[src/rtl/core/clcf_pkg.sv]
package clcf_pkg;

  // table geometry
  localparam int LOCK_ENTRIES = 64;
  localparam int IDX_W        = (LOCK_ENTRIES > 1) ? $clog2(LOCK_ENTRIES) : 1;
  localparam int SEQ_W        = 32;
  localparam int ID_W         = 6;
  localparam int KIND_W       = 3;
  localparam int ACT_W        = 3;
  localparam int ST_W         = 3;

  // per-lock entry status codes
  localparam logic [ST_W-1:0] ST_NONE      = 3'd0;
  localparam logic [ST_W-1:0] ST_ACQUIRING = 3'd1;
  localparam logic [ST_W-1:0] ST_LOCKED    = 3'd2;
  localparam logic [ST_W-1:0] ST_FREE      = 3'd3;
  localparam logic [ST_W-1:0] ST_RELEASING = 3'd4;

  typedef enum logic [KIND_W-1:0] {
    KIND_ACQUIRE = 3'd0,
    KIND_REPLY   = 3'd1,
    KIND_RELEASE = 3'd2,
    KIND_REVOKE  = 3'd3,
    KIND_RETRY   = 3'd4
  } kind_e;

  typedef enum logic [ACT_W-1:0] {
    ACT_NONE     = 3'd0,
    ACT_SEND_ACQ = 3'd1,
    ACT_GRANTED  = 3'd2,
    ACT_WAIT     = 3'd3,
    ACT_SEND_REL = 3'd4,
    ACT_ERROR    = 3'd5
  } action_e;

  typedef struct packed {
    logic [ST_W-1:0] status;
    logic            grant_seen;
    logic            revoke_pending;
    logic            reply_awaited;
  } entry_t;

  localparam int ENTRY_W = $bits(entry_t);

  typedef struct packed {
    logic [KIND_W-1:0] kind;
    logic [ID_W-1:0]   lock_id;
    logic              reply_ok;
    logic [SEQ_W-1:0]  server_seq;
  } item_t;

  typedef struct packed {
    action_e          action;
    logic [ID_W-1:0]  out_lock_id;
    logic [SEQ_W-1:0] request_seq;
  } result_t;

  // state updates requested by the step logic
  typedef struct packed {
    logic entry_we;
    logic newest_we;
    logic acq_inc;
    logic rel_inc;
  } upd_t;

endpackage

[src/rtl/core/clcf_in_if.sv]
interface clcf_in_if;
  logic        valid;
  logic        ready;
  logic [2:0]  kind;
  logic [5:0]  lock_id;
  logic        reply_ok;
  logic [31:0] server_seq;

  modport source(output valid, output kind, output lock_id, output reply_ok,
                 output server_seq, input ready);
  modport sink(input valid, input kind, input lock_id, input reply_ok,
               input server_seq, output ready);
endinterface

[src/rtl/core/clcf_out_if.sv]
interface clcf_out_if;
  logic        valid;
  logic        ready;
  logic [2:0]  action;
  logic [5:0]  out_lock_id;
  logic [31:0] request_seq;

  modport source(output valid, output action, output out_lock_id,
                 output request_seq, input ready);
  modport sink(input valid, input action, input out_lock_id,
               input request_seq, output ready);
endinterface

[src/rtl/core/clcf_ram.sv]
module clcf_ram #(
  parameter int WIDTH  = 8,
  parameter int DEPTH  = 64,
  parameter int ADDR_W = (DEPTH > 1) ? $clog2(DEPTH) : 1
) (
  input  logic              clk_i,
  input  logic              we_i,
  input  logic [ADDR_W-1:0] waddr_i,
  input  logic [WIDTH-1:0]  wdata_i,
  input  logic              re_i,
  input  logic [ADDR_W-1:0] raddr_i,
  output logic [WIDTH-1:0]  rdata_o
);

  logic [WIDTH-1:0] mem_q [DEPTH];
  logic [WIDTH-1:0] rdata_q;

  // write port
  always_ff @(posedge clk_i) begin
    if (we_i) begin
      mem_q[waddr_i] <= wdata_i;
    end
  end

  // registered read port
  always_ff @(posedge clk_i) begin
    if (re_i) begin
      rdata_q <= mem_q[raddr_i];
    end
  end

  assign rdata_o = rdata_q;

endmodule

[src/rtl/core/clcf_step.sv]
module clcf_step (
  input  clcf_pkg::item_t                 item_i,
  input  clcf_pkg::entry_t                entry_i,
  input  logic [clcf_pkg::SEQ_W-1:0]      newest_seq_i,
  input  logic [clcf_pkg::SEQ_W-1:0]      acq_seq_i,
  input  logic [clcf_pkg::SEQ_W-1:0]      rel_seq_i,
  output clcf_pkg::result_t               result_o,
  output clcf_pkg::entry_t                entry_o,
  output clcf_pkg::upd_t                  upd_o
);
  import clcf_pkg::*;

  logic in_range;
  logic newer;
  logic known_kind;

  assign in_range   = 32'(item_i.lock_id) < LOCK_ENTRIES;
  assign newer      = item_i.server_seq > newest_seq_i;
  assign known_kind = item_i.kind <= KIND_RETRY;

  // one message against one entry
  always_comb begin
    result_o.action      = ACT_NONE;
    result_o.out_lock_id = item_i.lock_id;
    result_o.request_seq = '0;
    entry_o              = entry_i;
    upd_o                = '0;

    if (known_kind && !in_range) begin
      result_o.action = ACT_ERROR;
    end else if (known_kind) begin
      upd_o.entry_we = 1'b1;
      unique case (kind_e'(item_i.kind))
        KIND_ACQUIRE: begin
          if (entry_i.status == ST_NONE) begin
            entry_o.status        = ST_ACQUIRING;
            entry_o.reply_awaited = 1'b1;
            result_o.action       = ACT_SEND_ACQ;
            result_o.request_seq  = acq_seq_i;
            upd_o.acq_inc         = 1'b1;
          end else if (entry_i.status == ST_FREE) begin
            entry_o.status  = ST_LOCKED;
            result_o.action = ACT_GRANTED;
          end else if (entry_i.status == ST_ACQUIRING && entry_i.grant_seen &&
                       !entry_i.reply_awaited) begin
            entry_o.grant_seen     = 1'b0;
            entry_o.revoke_pending = 1'b0;
            entry_o.status         = entry_i.revoke_pending ? ST_RELEASING : ST_LOCKED;
            result_o.action        = ACT_GRANTED;
          end else begin
            result_o.action = ACT_WAIT;
          end
        end
        KIND_REPLY: begin
          if (entry_i.status == ST_ACQUIRING && entry_i.reply_awaited) begin
            entry_o.reply_awaited = 1'b0;
            if (item_i.reply_ok) begin
              entry_o.grant_seen = 1'b1;
            end
          end else begin
            result_o.action = ACT_ERROR;
          end
        end
        KIND_RELEASE: begin
          if (entry_i.status == ST_LOCKED) begin
            entry_o.status = ST_FREE;
          end else if (entry_i.status == ST_RELEASING) begin
            entry_o.status       = ST_NONE;
            result_o.action      = ACT_SEND_REL;
            result_o.request_seq = rel_seq_i;
            upd_o.rel_inc        = 1'b1;
          end else begin
            result_o.action = ACT_ERROR;
          end
        end
        KIND_REVOKE: begin
          if (!newer) begin
            result_o.action = ACT_NONE;
          end else if (entry_i.status == ST_ACQUIRING) begin
            upd_o.newest_we        = 1'b1;
            entry_o.revoke_pending = 1'b1;
          end else if (entry_i.status == ST_FREE) begin
            upd_o.newest_we      = 1'b1;
            entry_o.status       = ST_NONE;
            result_o.action      = ACT_SEND_REL;
            result_o.request_seq = rel_seq_i;
            upd_o.rel_inc        = 1'b1;
          end else if (entry_i.status == ST_LOCKED) begin
            upd_o.newest_we = 1'b1;
            entry_o.status  = ST_RELEASING;
          end else begin
            result_o.action = ACT_ERROR;
          end
        end
        KIND_RETRY: begin
          if (!newer) begin
            result_o.action = ACT_NONE;
          end else if (entry_i.status == ST_ACQUIRING) begin
            upd_o.newest_we    = 1'b1;
            entry_o.grant_seen = 1'b1;
          end else begin
            result_o.action = ACT_ERROR;
          end
        end
        default: begin
          upd_o.entry_we = 1'b0;
        end
      endcase
    end
  end

endmodule

[src/rtl/core/caching_lock_client_fsm_top.sv]
// the input stage registers the message and its table read; the result register holds the result
// throughput: one message per cycle while out_o is ready; one table read, at most one write per message
// the lock table is a 64-entry ram with a one-entry write bypass
// reset: all locks read as none with clear marks (per-entry valid bits),
// newest server sequence 0, acquire and release sequences start at 1
module caching_lock_client_fsm_top (
  input  logic     clk_i,
  input  logic     rst_ni,
  clcf_in_if.sink  in_i,
  clcf_out_if.source out_o
);
  import clcf_pkg::*;

  logic                    accept;
  logic                    s1_fire;
  logic                    s1_vld_q;
  item_t                   item_q;
  logic                    byp_hit_q;
  entry_t                  byp_q;
  logic [LOCK_ENTRIES-1:0] vld_q;
  logic [SEQ_W-1:0]        newest_q;
  logic [SEQ_W-1:0]        acq_seq_q;
  logic [SEQ_W-1:0]        rel_seq_q;
  logic                    out_vld_q;
  result_t                 res_q;

  logic [IDX_W-1:0]        rd_addr;
  logic [IDX_W-1:0]        wr_addr;
  logic                    wr_en;
  logic [ENTRY_W-1:0]      rdata;
  entry_t                  entry_cur;
  entry_t                  entry_nxt;
  result_t                 res;
  upd_t                    upd;

  // handshake
  assign s1_fire    = s1_vld_q && (!out_vld_q || out_o.ready);
  assign in_i.ready = !s1_vld_q || s1_fire;
  assign accept     = in_i.valid && in_i.ready;

  assign rd_addr = IDX_W'(in_i.lock_id);
  assign wr_addr = IDX_W'(item_q.lock_id);
  assign wr_en   = s1_fire && upd.entry_we;

  // lock table
  clcf_ram #(
    .WIDTH(ENTRY_W),
    .DEPTH(LOCK_ENTRIES)
  ) u_table (
    .clk_i  (clk_i),
    .we_i   (wr_en),
    .waddr_i(wr_addr),
    .wdata_i(entry_nxt),
    .re_i   (accept),
    .raddr_i(rd_addr),
    .rdata_o(rdata)
  );

  // entry seen by the current message: bypass, table, or reset value
  always_comb begin
    if (byp_hit_q) begin
      entry_cur = byp_q;
    end else if (vld_q[wr_addr]) begin
      entry_cur = entry_t'(rdata);
    end else begin
      entry_cur = '0;
    end
  end

  clcf_step u_step (
    .item_i      (item_q),
    .entry_i     (entry_cur),
    .newest_seq_i(newest_q),
    .acq_seq_i   (acq_seq_q),
    .rel_seq_i   (rel_seq_q),
    .result_o    (res),
    .entry_o     (entry_nxt),
    .upd_o       (upd)
  );

  // input stage and write bypass
  always_ff @(posedge clk_i or negedge rst_ni) begin
    if (!rst_ni) begin
      s1_vld_q  <= 1'b0;
      byp_hit_q <= 1'b0;
    end else begin
      if (accept) begin
        s1_vld_q  <= 1'b1;
        byp_hit_q <= wr_en && (wr_addr == rd_addr);
      end else if (s1_fire) begin
        s1_vld_q <= 1'b0;
      end
    end
  end

  always_ff @(posedge clk_i) begin
    if (accept) begin
      item_q.kind       <= in_i.kind;
      item_q.lock_id    <= in_i.lock_id;
      item_q.reply_ok   <= in_i.reply_ok;
      item_q.server_seq <= in_i.server_seq;
      byp_q             <= entry_nxt;
    end
  end

  // entry valid bits and sequence counters
  always_ff @(posedge clk_i or negedge rst_ni) begin
    if (!rst_ni) begin
      vld_q     <= '0;
      newest_q  <= '0;
      acq_seq_q <= SEQ_W'(1);
      rel_seq_q <= SEQ_W'(1);
    end else if (s1_fire) begin
      if (upd.entry_we) begin
        vld_q[wr_addr] <= 1'b1;
      end
      if (upd.newest_we) begin
        newest_q <= item_q.server_seq;
      end
      if (upd.acq_inc) begin
        acq_seq_q <= acq_seq_q + SEQ_W'(1);
      end
      if (upd.rel_inc) begin
        rel_seq_q <= rel_seq_q + SEQ_W'(1);
      end
    end
  end

  // result register
  always_ff @(posedge clk_i or negedge rst_ni) begin
    if (!rst_ni) begin
      out_vld_q <= 1'b0;
    end else if (s1_fire) begin
      out_vld_q <= 1'b1;
    end else if (out_o.ready) begin
      out_vld_q <= 1'b0;
    end
  end

  always_ff @(posedge clk_i) begin
    if (s1_fire) begin
      res_q <= res;
    end
  end

  assign out_o.valid       = out_vld_q;
  assign out_o.action      = res_q.action;
  assign out_o.out_lock_id = res_q.out_lock_id;
  assign out_o.request_seq = res_q.request_seq;

endmodule

[src/flat_wrapper.sv]
// flat-port wrapper written by rule: the top's interface ports become plain ports
module caching_lock_client_fsm_top_flat import clcf_pkg::*;
  (clk_i, rst_ni, in_i_valid, in_i_kind, in_i_lock_id, in_i_reply_ok, in_i_server_seq, in_i_ready, out_o_valid, out_o_action, out_o_out_lock_id, out_o_request_seq, out_o_ready);
  clcf_in_if in_i_i ();
  clcf_out_if out_o_i ();
  input  logic clk_i;
  input  logic rst_ni;
  input wire logic [$bits(in_i_i.valid)-1:0] in_i_valid;
  input wire logic [$bits(in_i_i.kind)-1:0] in_i_kind;
  input wire logic [$bits(in_i_i.lock_id)-1:0] in_i_lock_id;
  input wire logic [$bits(in_i_i.reply_ok)-1:0] in_i_reply_ok;
  input wire logic [$bits(in_i_i.server_seq)-1:0] in_i_server_seq;
  output wire logic [$bits(in_i_i.ready)-1:0] in_i_ready;
  output wire logic [$bits(out_o_i.valid)-1:0] out_o_valid;
  output wire logic [$bits(out_o_i.action)-1:0] out_o_action;
  output wire logic [$bits(out_o_i.out_lock_id)-1:0] out_o_out_lock_id;
  output wire logic [$bits(out_o_i.request_seq)-1:0] out_o_request_seq;
  input wire logic [$bits(out_o_i.ready)-1:0] out_o_ready;
  assign in_i_i.valid = in_i_valid;
  assign in_i_i.kind = in_i_kind;
  assign in_i_i.lock_id = in_i_lock_id;
  assign in_i_i.reply_ok = in_i_reply_ok;
  assign in_i_i.server_seq = in_i_server_seq;
  assign in_i_ready = in_i_i.ready;
  assign out_o_valid = out_o_i.valid;
  assign out_o_action = out_o_i.action;
  assign out_o_out_lock_id = out_o_i.out_lock_id;
  assign out_o_request_seq = out_o_i.request_seq;
  assign out_o_i.ready = out_o_ready;
  caching_lock_client_fsm_top u_core (.clk_i(clk_i), .rst_ni(rst_ni), .in_i(in_i_i), .out_o(out_o_i));
endmodule
[config.mk]
export PLATFORM = sky130hd
export DESIGN_NAME = caching_lock_client_fsm_top_flat
export DESIGN_NICKNAME = d
export VERILOG_FILES = /design/src/rtl/core/clcf_pkg.sv /design/src/rtl/core/clcf_in_if.sv /design/src/rtl/core/clcf_out_if.sv /design/src/rtl/core/clcf_ram.sv /design/src/rtl/core/clcf_step.sv /design/src/rtl/core/caching_lock_client_fsm_top.sv /design/src/flat_wrapper.sv
export SDC_FILE = /design/constraint.sdc
export NUM_CORES = 1
export LEC_CHECK = 0
export BUFFER_PORTS_ARGS = -buffer_cell sky130_fd_sc_hd__buf_2
export CORE_ASPECT_RATIO = 0.9
export CORE_UTILIZATION = 60
export DETAILED_ROUTE_END_ITERATION = 16
export PLACE_DENSITY = 0.83
export SETUP_SLACK_MARGIN = 0.5
export SKIP_LAST_GASP = 1
export SLEW_MARGIN = 20
export SYNTH_ARGS = -nofsm -noshare
export SYNTH_HDL_FRONTEND = slang
export SYNTH_SLANG_ARGS = --single-unit
[constraint.sdc]
create_clock -name clk_i -period 14.6 [get_ports clk_i]
set_input_delay 2.92 -clock clk_i [delete_from_list [all_inputs] [get_ports clk_i]]
set_output_delay 2.92 -clock clk_i [all_outputs]
set_load 0.05 [all_outputs]
=== Word-level counts from Yosys, hierarchy flattened ===
Memory sizes are Yosys's and may differ from the RTL's. A register that Yosys moved wholly into a read port is not among the register bits.
Cells that the tools add are included.

* Register bits: 252
* Memory bits (writable): 384
* Output and inout port bits: 43
* Word-level logic and storage cells: 131
* Memories: 1

{| class="wikitable"
|+ Memory list
! memory !! depth !! width !! rd ports !! clocked after memory_dff !! write ports !! RTL line !! text
|-
| u_core.u_table.mem_q || 64 || 6 || 1 || 1 || 1 || clcf_ram.sv:15 || <nowiki>logic [WIDTH-1:0] mem_q [DEPTH];</nowiki>
|}

* $add $sub $neg: 2
* $lt $le $gt $ge: 4
* Equality and inequality tests: 9
* Muxes and demuxes: 74
* Bitwise logic cells: 1
* Reductions and logical operators: 22

{| class="wikitable"
|+ Operator list
! kind !! count
|-
| 32-bit two-way mux || 6
|-
| 32-bit case mux with 3 select lines || 1
|-
| 32-bit by 1-bit adder with 32-bit output, second input constant || 2
|-
| 64-bit bitwise OR || 1
|-
| 3-bit two-way mux || 19
|-
| 32-bit > comparator || 1
|-
| 1-bit two-way mux || 32
|-
| 6-bit two-way mux || 3
|-
| 3-bit case mux with 5 select lines || 1
|-
| 3-bit by 2-bit equality test with 1-bit output, second input constant || 4
|-
| 3-bit case mux with 3 select lines || 1
|-
| 1-bit logical AND || 8
|-
| 1-bit case mux with 2 select lines || 4
|-
| 2-bit AND reduction || 4
|-
| 6-bit by 7-bit < comparator with 1-bit output, second input constant || 1
|-
| 1-bit binary-select mux with 6-bit select || 1
|-
| 1-bit demux with 6-bit select || 1
|-
| 3-bit by 1-bit equality test with 1-bit output, second input constant || 2
|-
| 3-bit equality test, second input constant || 2
|-
| 6-bit equality test || 1
|-
| 6-bit by 1-bit >= comparator with 1-bit output, second input constant || 1
|-
| 3-bit zero test || 2
|-
| 5-bit two-way mux || 1
|-
| 5-bit OR reduction || 1
|-
| other kinds (7) || 12
|}

=== Longest topological paths before layout ===
* Depth after elaboration: 14
* Gate-level depth with buffers: 14

=== Cells and area by module ===
From an unflattened synthesis, not the netlist that was laid out.

* Cell total of the unflattened synthesis: 1629
* Area, all modules: 26847.0 um2

{| class="wikitable"
|+ By module, submodules not included
! module !! times used !! cells each !! area an instance (um2) !! seq. area each (um2)
|-
| clcf_ram || 1 || 707 || 15224.6 || 11711.2
|-
| caching_lock_client_fsm_top || 1 || 680 || 9884.5 || 6754.0
|-
| clcf_step || 1 || 242 || 1737.9 || 0.0
|}

=== Worst setup path before layout ===
Ideal clock, no wire load.

* Path type: input port to output port
* Start: in out_o_ready
* End: out in_i_ready
* Arrival time: 3409 ps
* Slack: 8271 ps
* Stages: 1
* Path buffers: 0
* Path through: nand3b_1

* Word-level cells in the longest chain between the ends: 3

{| class="wikitable"
|+ Ends and longest elaborated chain
! item !! RTL line !! text
|-
| start, declared || flat_wrapper.sv:18 || <nowiki>input wire logic [$bits(out_o_i.ready)-1:0] out_o_ready;</nowiki>
|-
| 1-bit logical OR || caching_lock_client_fsm_top.sv:37 || <nowiki>assign s1_fire = s1_vld_q && (!out_vld_q || out_o.ready);</nowiki>
|-
| 1-bit logical AND || caching_lock_client_fsm_top.sv:37 ||
|-
| 1-bit logical OR || caching_lock_client_fsm_top.sv:38 || <nowiki>assign in_i.ready = !s1_vld_q || s1_fire;</nowiki>
|-
| end, declared || flat_wrapper.sv:13 || <nowiki>output wire logic [$bits(in_i_i.ready)-1:0] in_i_ready;</nowiki>
|}

No other way between the ends.

=== Worst setup path after layout ===
Ends and elaborated chain as after synthesis.

==> flow_metrics.tcl <==
set metrics [dict create \
    reg2reg_slack_ps 10150 \
    crit_slowest_cell "buf_2" \
    hp-start "u_core.vld_q[50]" \
    min_path_type "reg2reg" \
    path_cells "buf_2, nand3b_1, buf_2" \
    power.density_nw_per_um2 137 \
    vias 14800 \
    io_pins 89 \
    die_y_um 202 \
    hold_slack_ps 464 \
    grt_pass1_vias 15000 \
    min_period_ps 6360 \
    reg2reg_from "u_core.wr_addr[2]" \
    peakVddDrop_v 0.000105 \
    worstPathRequired_ps 11680 \
    overflow 0 \
    relSlewSlack_pct 26.8 \
    cts_buffers 60 \
    rsz0062_at_grt "false" \
    cts.clk_slew.worst_paths_ps 60 \
    cts-htree-levels 2 \
    drive_gt1_share_pct 26.8 \
    ctsResizeCount 0 \
    cp_max_fo 3 \
    gr-max-usage-layer "met2" \
    path_class "in2out" \
    cts_tree "done" \
    cp_common_cell "buf_2" \
    path_depth 3 \
    crit_family "buffers and inverters" \
    gp_congestion 0.859 \
    hold_buffers 0 \
    critPathLaunch "out_o_ready" \
    worstSetupEndpointType "output pin" \
    ant_nets 0 \
    row_count 72 \
    cp_data_arrival_time_ps 3440 \
    synthArstFlopShare_pct 25.4 \
    yosysUniqueCellTypes 75 \
    portBuffers 88 \
    place_inst 2194 \
    worstMarginPinSlew_ps 1100 \
    cts_buffer_depth 3 \
    start_util_pct 61.4 \
    clock_latency_ps 630 \
    cts_sinks 642 \
    gr-usage-all-layers_pct 26.9 \
    synth-seq-area-share_pct 69.4 \
    grt_antenna_before_repair 2 \
    r2r-end "u_core.u_table.mem_q[32][3]" \
    use_met1_pct 37.1 \
    hold_viol_final 0 \
    crit_path_start_kind "input pin" \
    grt_pass1_wl_um 90600 \
    grt_max_degree 89 \
    areaGrowthSynthToFinish_pct 11.9 \
    syn_area_per_cell_um2 17.0 \
    wl_per_cell_um 25.6 \
    cp_slowest_stage_delay_ps 240 \
    synth_warnings 0 \
    routed_wl_um 59200 \
    drt_iter0_drc 1647 \
    grt.met3_usage_pct 6.16 \
    clockRootBuffer "clkbuf_16" \
    synth_nets 1650 \
    viasPerCell 6.41 \
    syn_area_um2 26600 \
    outcome "finished clean" \
    die_area_um2 45200 \
    nNetsFinal 1747 \
    cp_num_buf_inv 2 \
    utilization_pct 68.7 \
    crit_path_end "in_i_ready" \
    fin_crit_sh_pct 43.6 \
    drc 0 \
    finalMaxSlewViolations 0 \
    die_x_um 224 \
    skew_ps 25.3 \
    grtUsageMet2_pct 42.0 \
    max-cap-violations 0 \
    synth_seq_cells 642 \
    final_cells 2312 \
    dpl.hpwl_um 35700 \
    tns_ps 0 \
    design.core.area_um2 43300 \
    ys_dominant_reg_cell "edfxtp_1" \
    drt-pass1-iter-count 8 \
    timing.fmax_mhz 157 \
    post-cts-setup-buffer-count 0 \
    p_leak_nw 11.0 \
    r2r_cells 11 \
    synthCells 1570 \
    setup_viol 0 \
    synth_edf_count 479 \
]
## logic make-up after synthesis
group,count (synthesis),share of synthesized area (%)
AO/OA/AOI/OAI,134,3.92
multiplexers,179,13.0
flip-flops,642,69.4
AND/OR/NAND/NOR,396,7.98
adder cells (fa/ha/maj),34,1.60
XOR/XNOR,68,2.24
buffers and inverters,117,1.93
## layout make-up
| class | instances | area, um^2 |
|---|---|---|
| Clock buffer | 83 | 1700 |
| Tap cell | 592 | 741 |
| Fill cell | 2669 | 13500 |
| Inverter | 47 | 176 |
| Clock inverter | 31 | 329 |
| Antenna cell | 1 | 2.50 |
| Multi-Input combinational cell | 811 | 7730 |
| Sequential cell | 642 | 18500 |
| Timing Repair Buffer | 105 | 643 |
## worst min-delay path by stage
| stage | endpoint | slack, ps | cells after the start |
|---|---|---|---|
| global placement | u_core.vld_q[50] | 450 | 1 |
| finish | u_core.vld_q[50] | 460 | 1 |
| detailed placement | u_core.vld_q[50] | 450 | 1 |
| CTS | u_core.vld_q[50] | 460 | 1 |
| floorplan | u_core.out_o.out_lock_id[4] | 420 | 0 |
| global route | u_core.vld_q[50] | 470 | 1 |
## cell usage after synthesis, types with 5 or more instances
cell type,instances,area share (%)
edfxtp_1,479,54
dfrtp_1,161,15
mux4_2,128,11
nor2_1,93,1.3
or2_2,64,1.5
nand2_1,53,0.75
nand3_1,49,0.92
inv_1,47,0.66
mux2_2,43,1.8
clkbuf_1,39,0.55
xnor2_1,38,1.3
ha_1,34,1.6
nand4_1,34,0.80
a22o_1,33,1.1
xor2_1,30,0.99
a21oi_1,20,0.38
and3_1,20,0.47
nor3_1,17,0.32
buf_1,11,0.16
buf_2,10,0.19
nand2b_1,10,0.24
nor4_1,10,0.24
o21ai_0,10,0.19
and2_1,9,0.21
nor2b_1,9,0.21
o211ai_1,8,0.23
mux2i_1,7,0.26
a21boi_0,6,0.17
a221oi_1,6,0.20
a22oi_1,6,0.17
buf_4,6,0.17
a211oi_1,5,0.14
a21o_1,5,0.14
## metal layers
layer  wire length [um]  vias to the layer above
met3               5990                      166
met4               2180                        2
met5                  9                        -
li1                   -                     6311
met1              23000                     7525
met2              28000                      814
## through the flow
step | area (um^2) | worst slack, ps | power, mW
2_1_floorplan | 26600 | 8270 | 2.40
3_3_place_gp | 27700 | 8240 | 2.50
3_5_place_dp | 27700 | 8250 | 2.52
4_1_cts | 29700 | 8250 | 4.10
5_1_grt | 29800 | 8230 | 4.21
6_report | 29800 | 8240 | 4.09
## report_power, final
group          internal (mW)  total, mW  leakage [nW]  switching, mW
registers               2.07       2.12          6.64         0.0493
clock network          0.920       1.60         0.984          0.675
logic                  0.142      0.376          3.38          0.235
total                   3.13       4.09          11.0          0.959
## state kept, by name, indices dropped and copies added (netlist names), 3 cells and up
register and count:
u_core.wr_addr 6, u_core.item_q 36, u_core.newest_q 32, u_core.u_table.rdata_o 6, u_core.out_o.out_lock_id 6, u_core.u_table.mem_q 384, u_core.byp_q 6, u_core.rel_seq_q 32
u_core.acq_seq_q 32, u_core.out_o.request_seq 32, u_core.out_o.action 3, u_core.vld_q 64
## placed cells by master, fill, tap and decap left out, types with 5 or more instances in the layout
cell type   netlist  layout
xor2_1           30      30
xnor2_1          38      38
nand2b_1         10      10
a21o_1            5       5
nand3_1          49      49
buf_4             6      15
o21ai_0          10       9
mux2_2           43      43
nor4_1           10      10
nor2b_1           9       9
edfxtp_1        479     479
a21boi_0          6       6
buf_2            10      85
clkinv_1          0       6
o211ai_1          8       8
a22o_1           33      33
clkbuf_1         39      14
and3_1           20      20
clkbuf_16         0      62
nor2_1           93      93
nand2_1          53      53
ha_1             34      34
a22oi_1           6       5
mux4_2          128     128
or2_2            64      64
a211oi_1          5       5
clkinvlp_4        0       5
dfrtp_1         161     161
a221oi_1          6       6
inv_1            47      46
a21oi_1          20      17
mux2i_1           7       7
and2_1            9       8
clkbuf_8          0       7
clkinv_2          0      11
bufinv_16         0       6
nor3_1           17      17
nand4_1          34      34
Power figures use the tool's default switching activity.
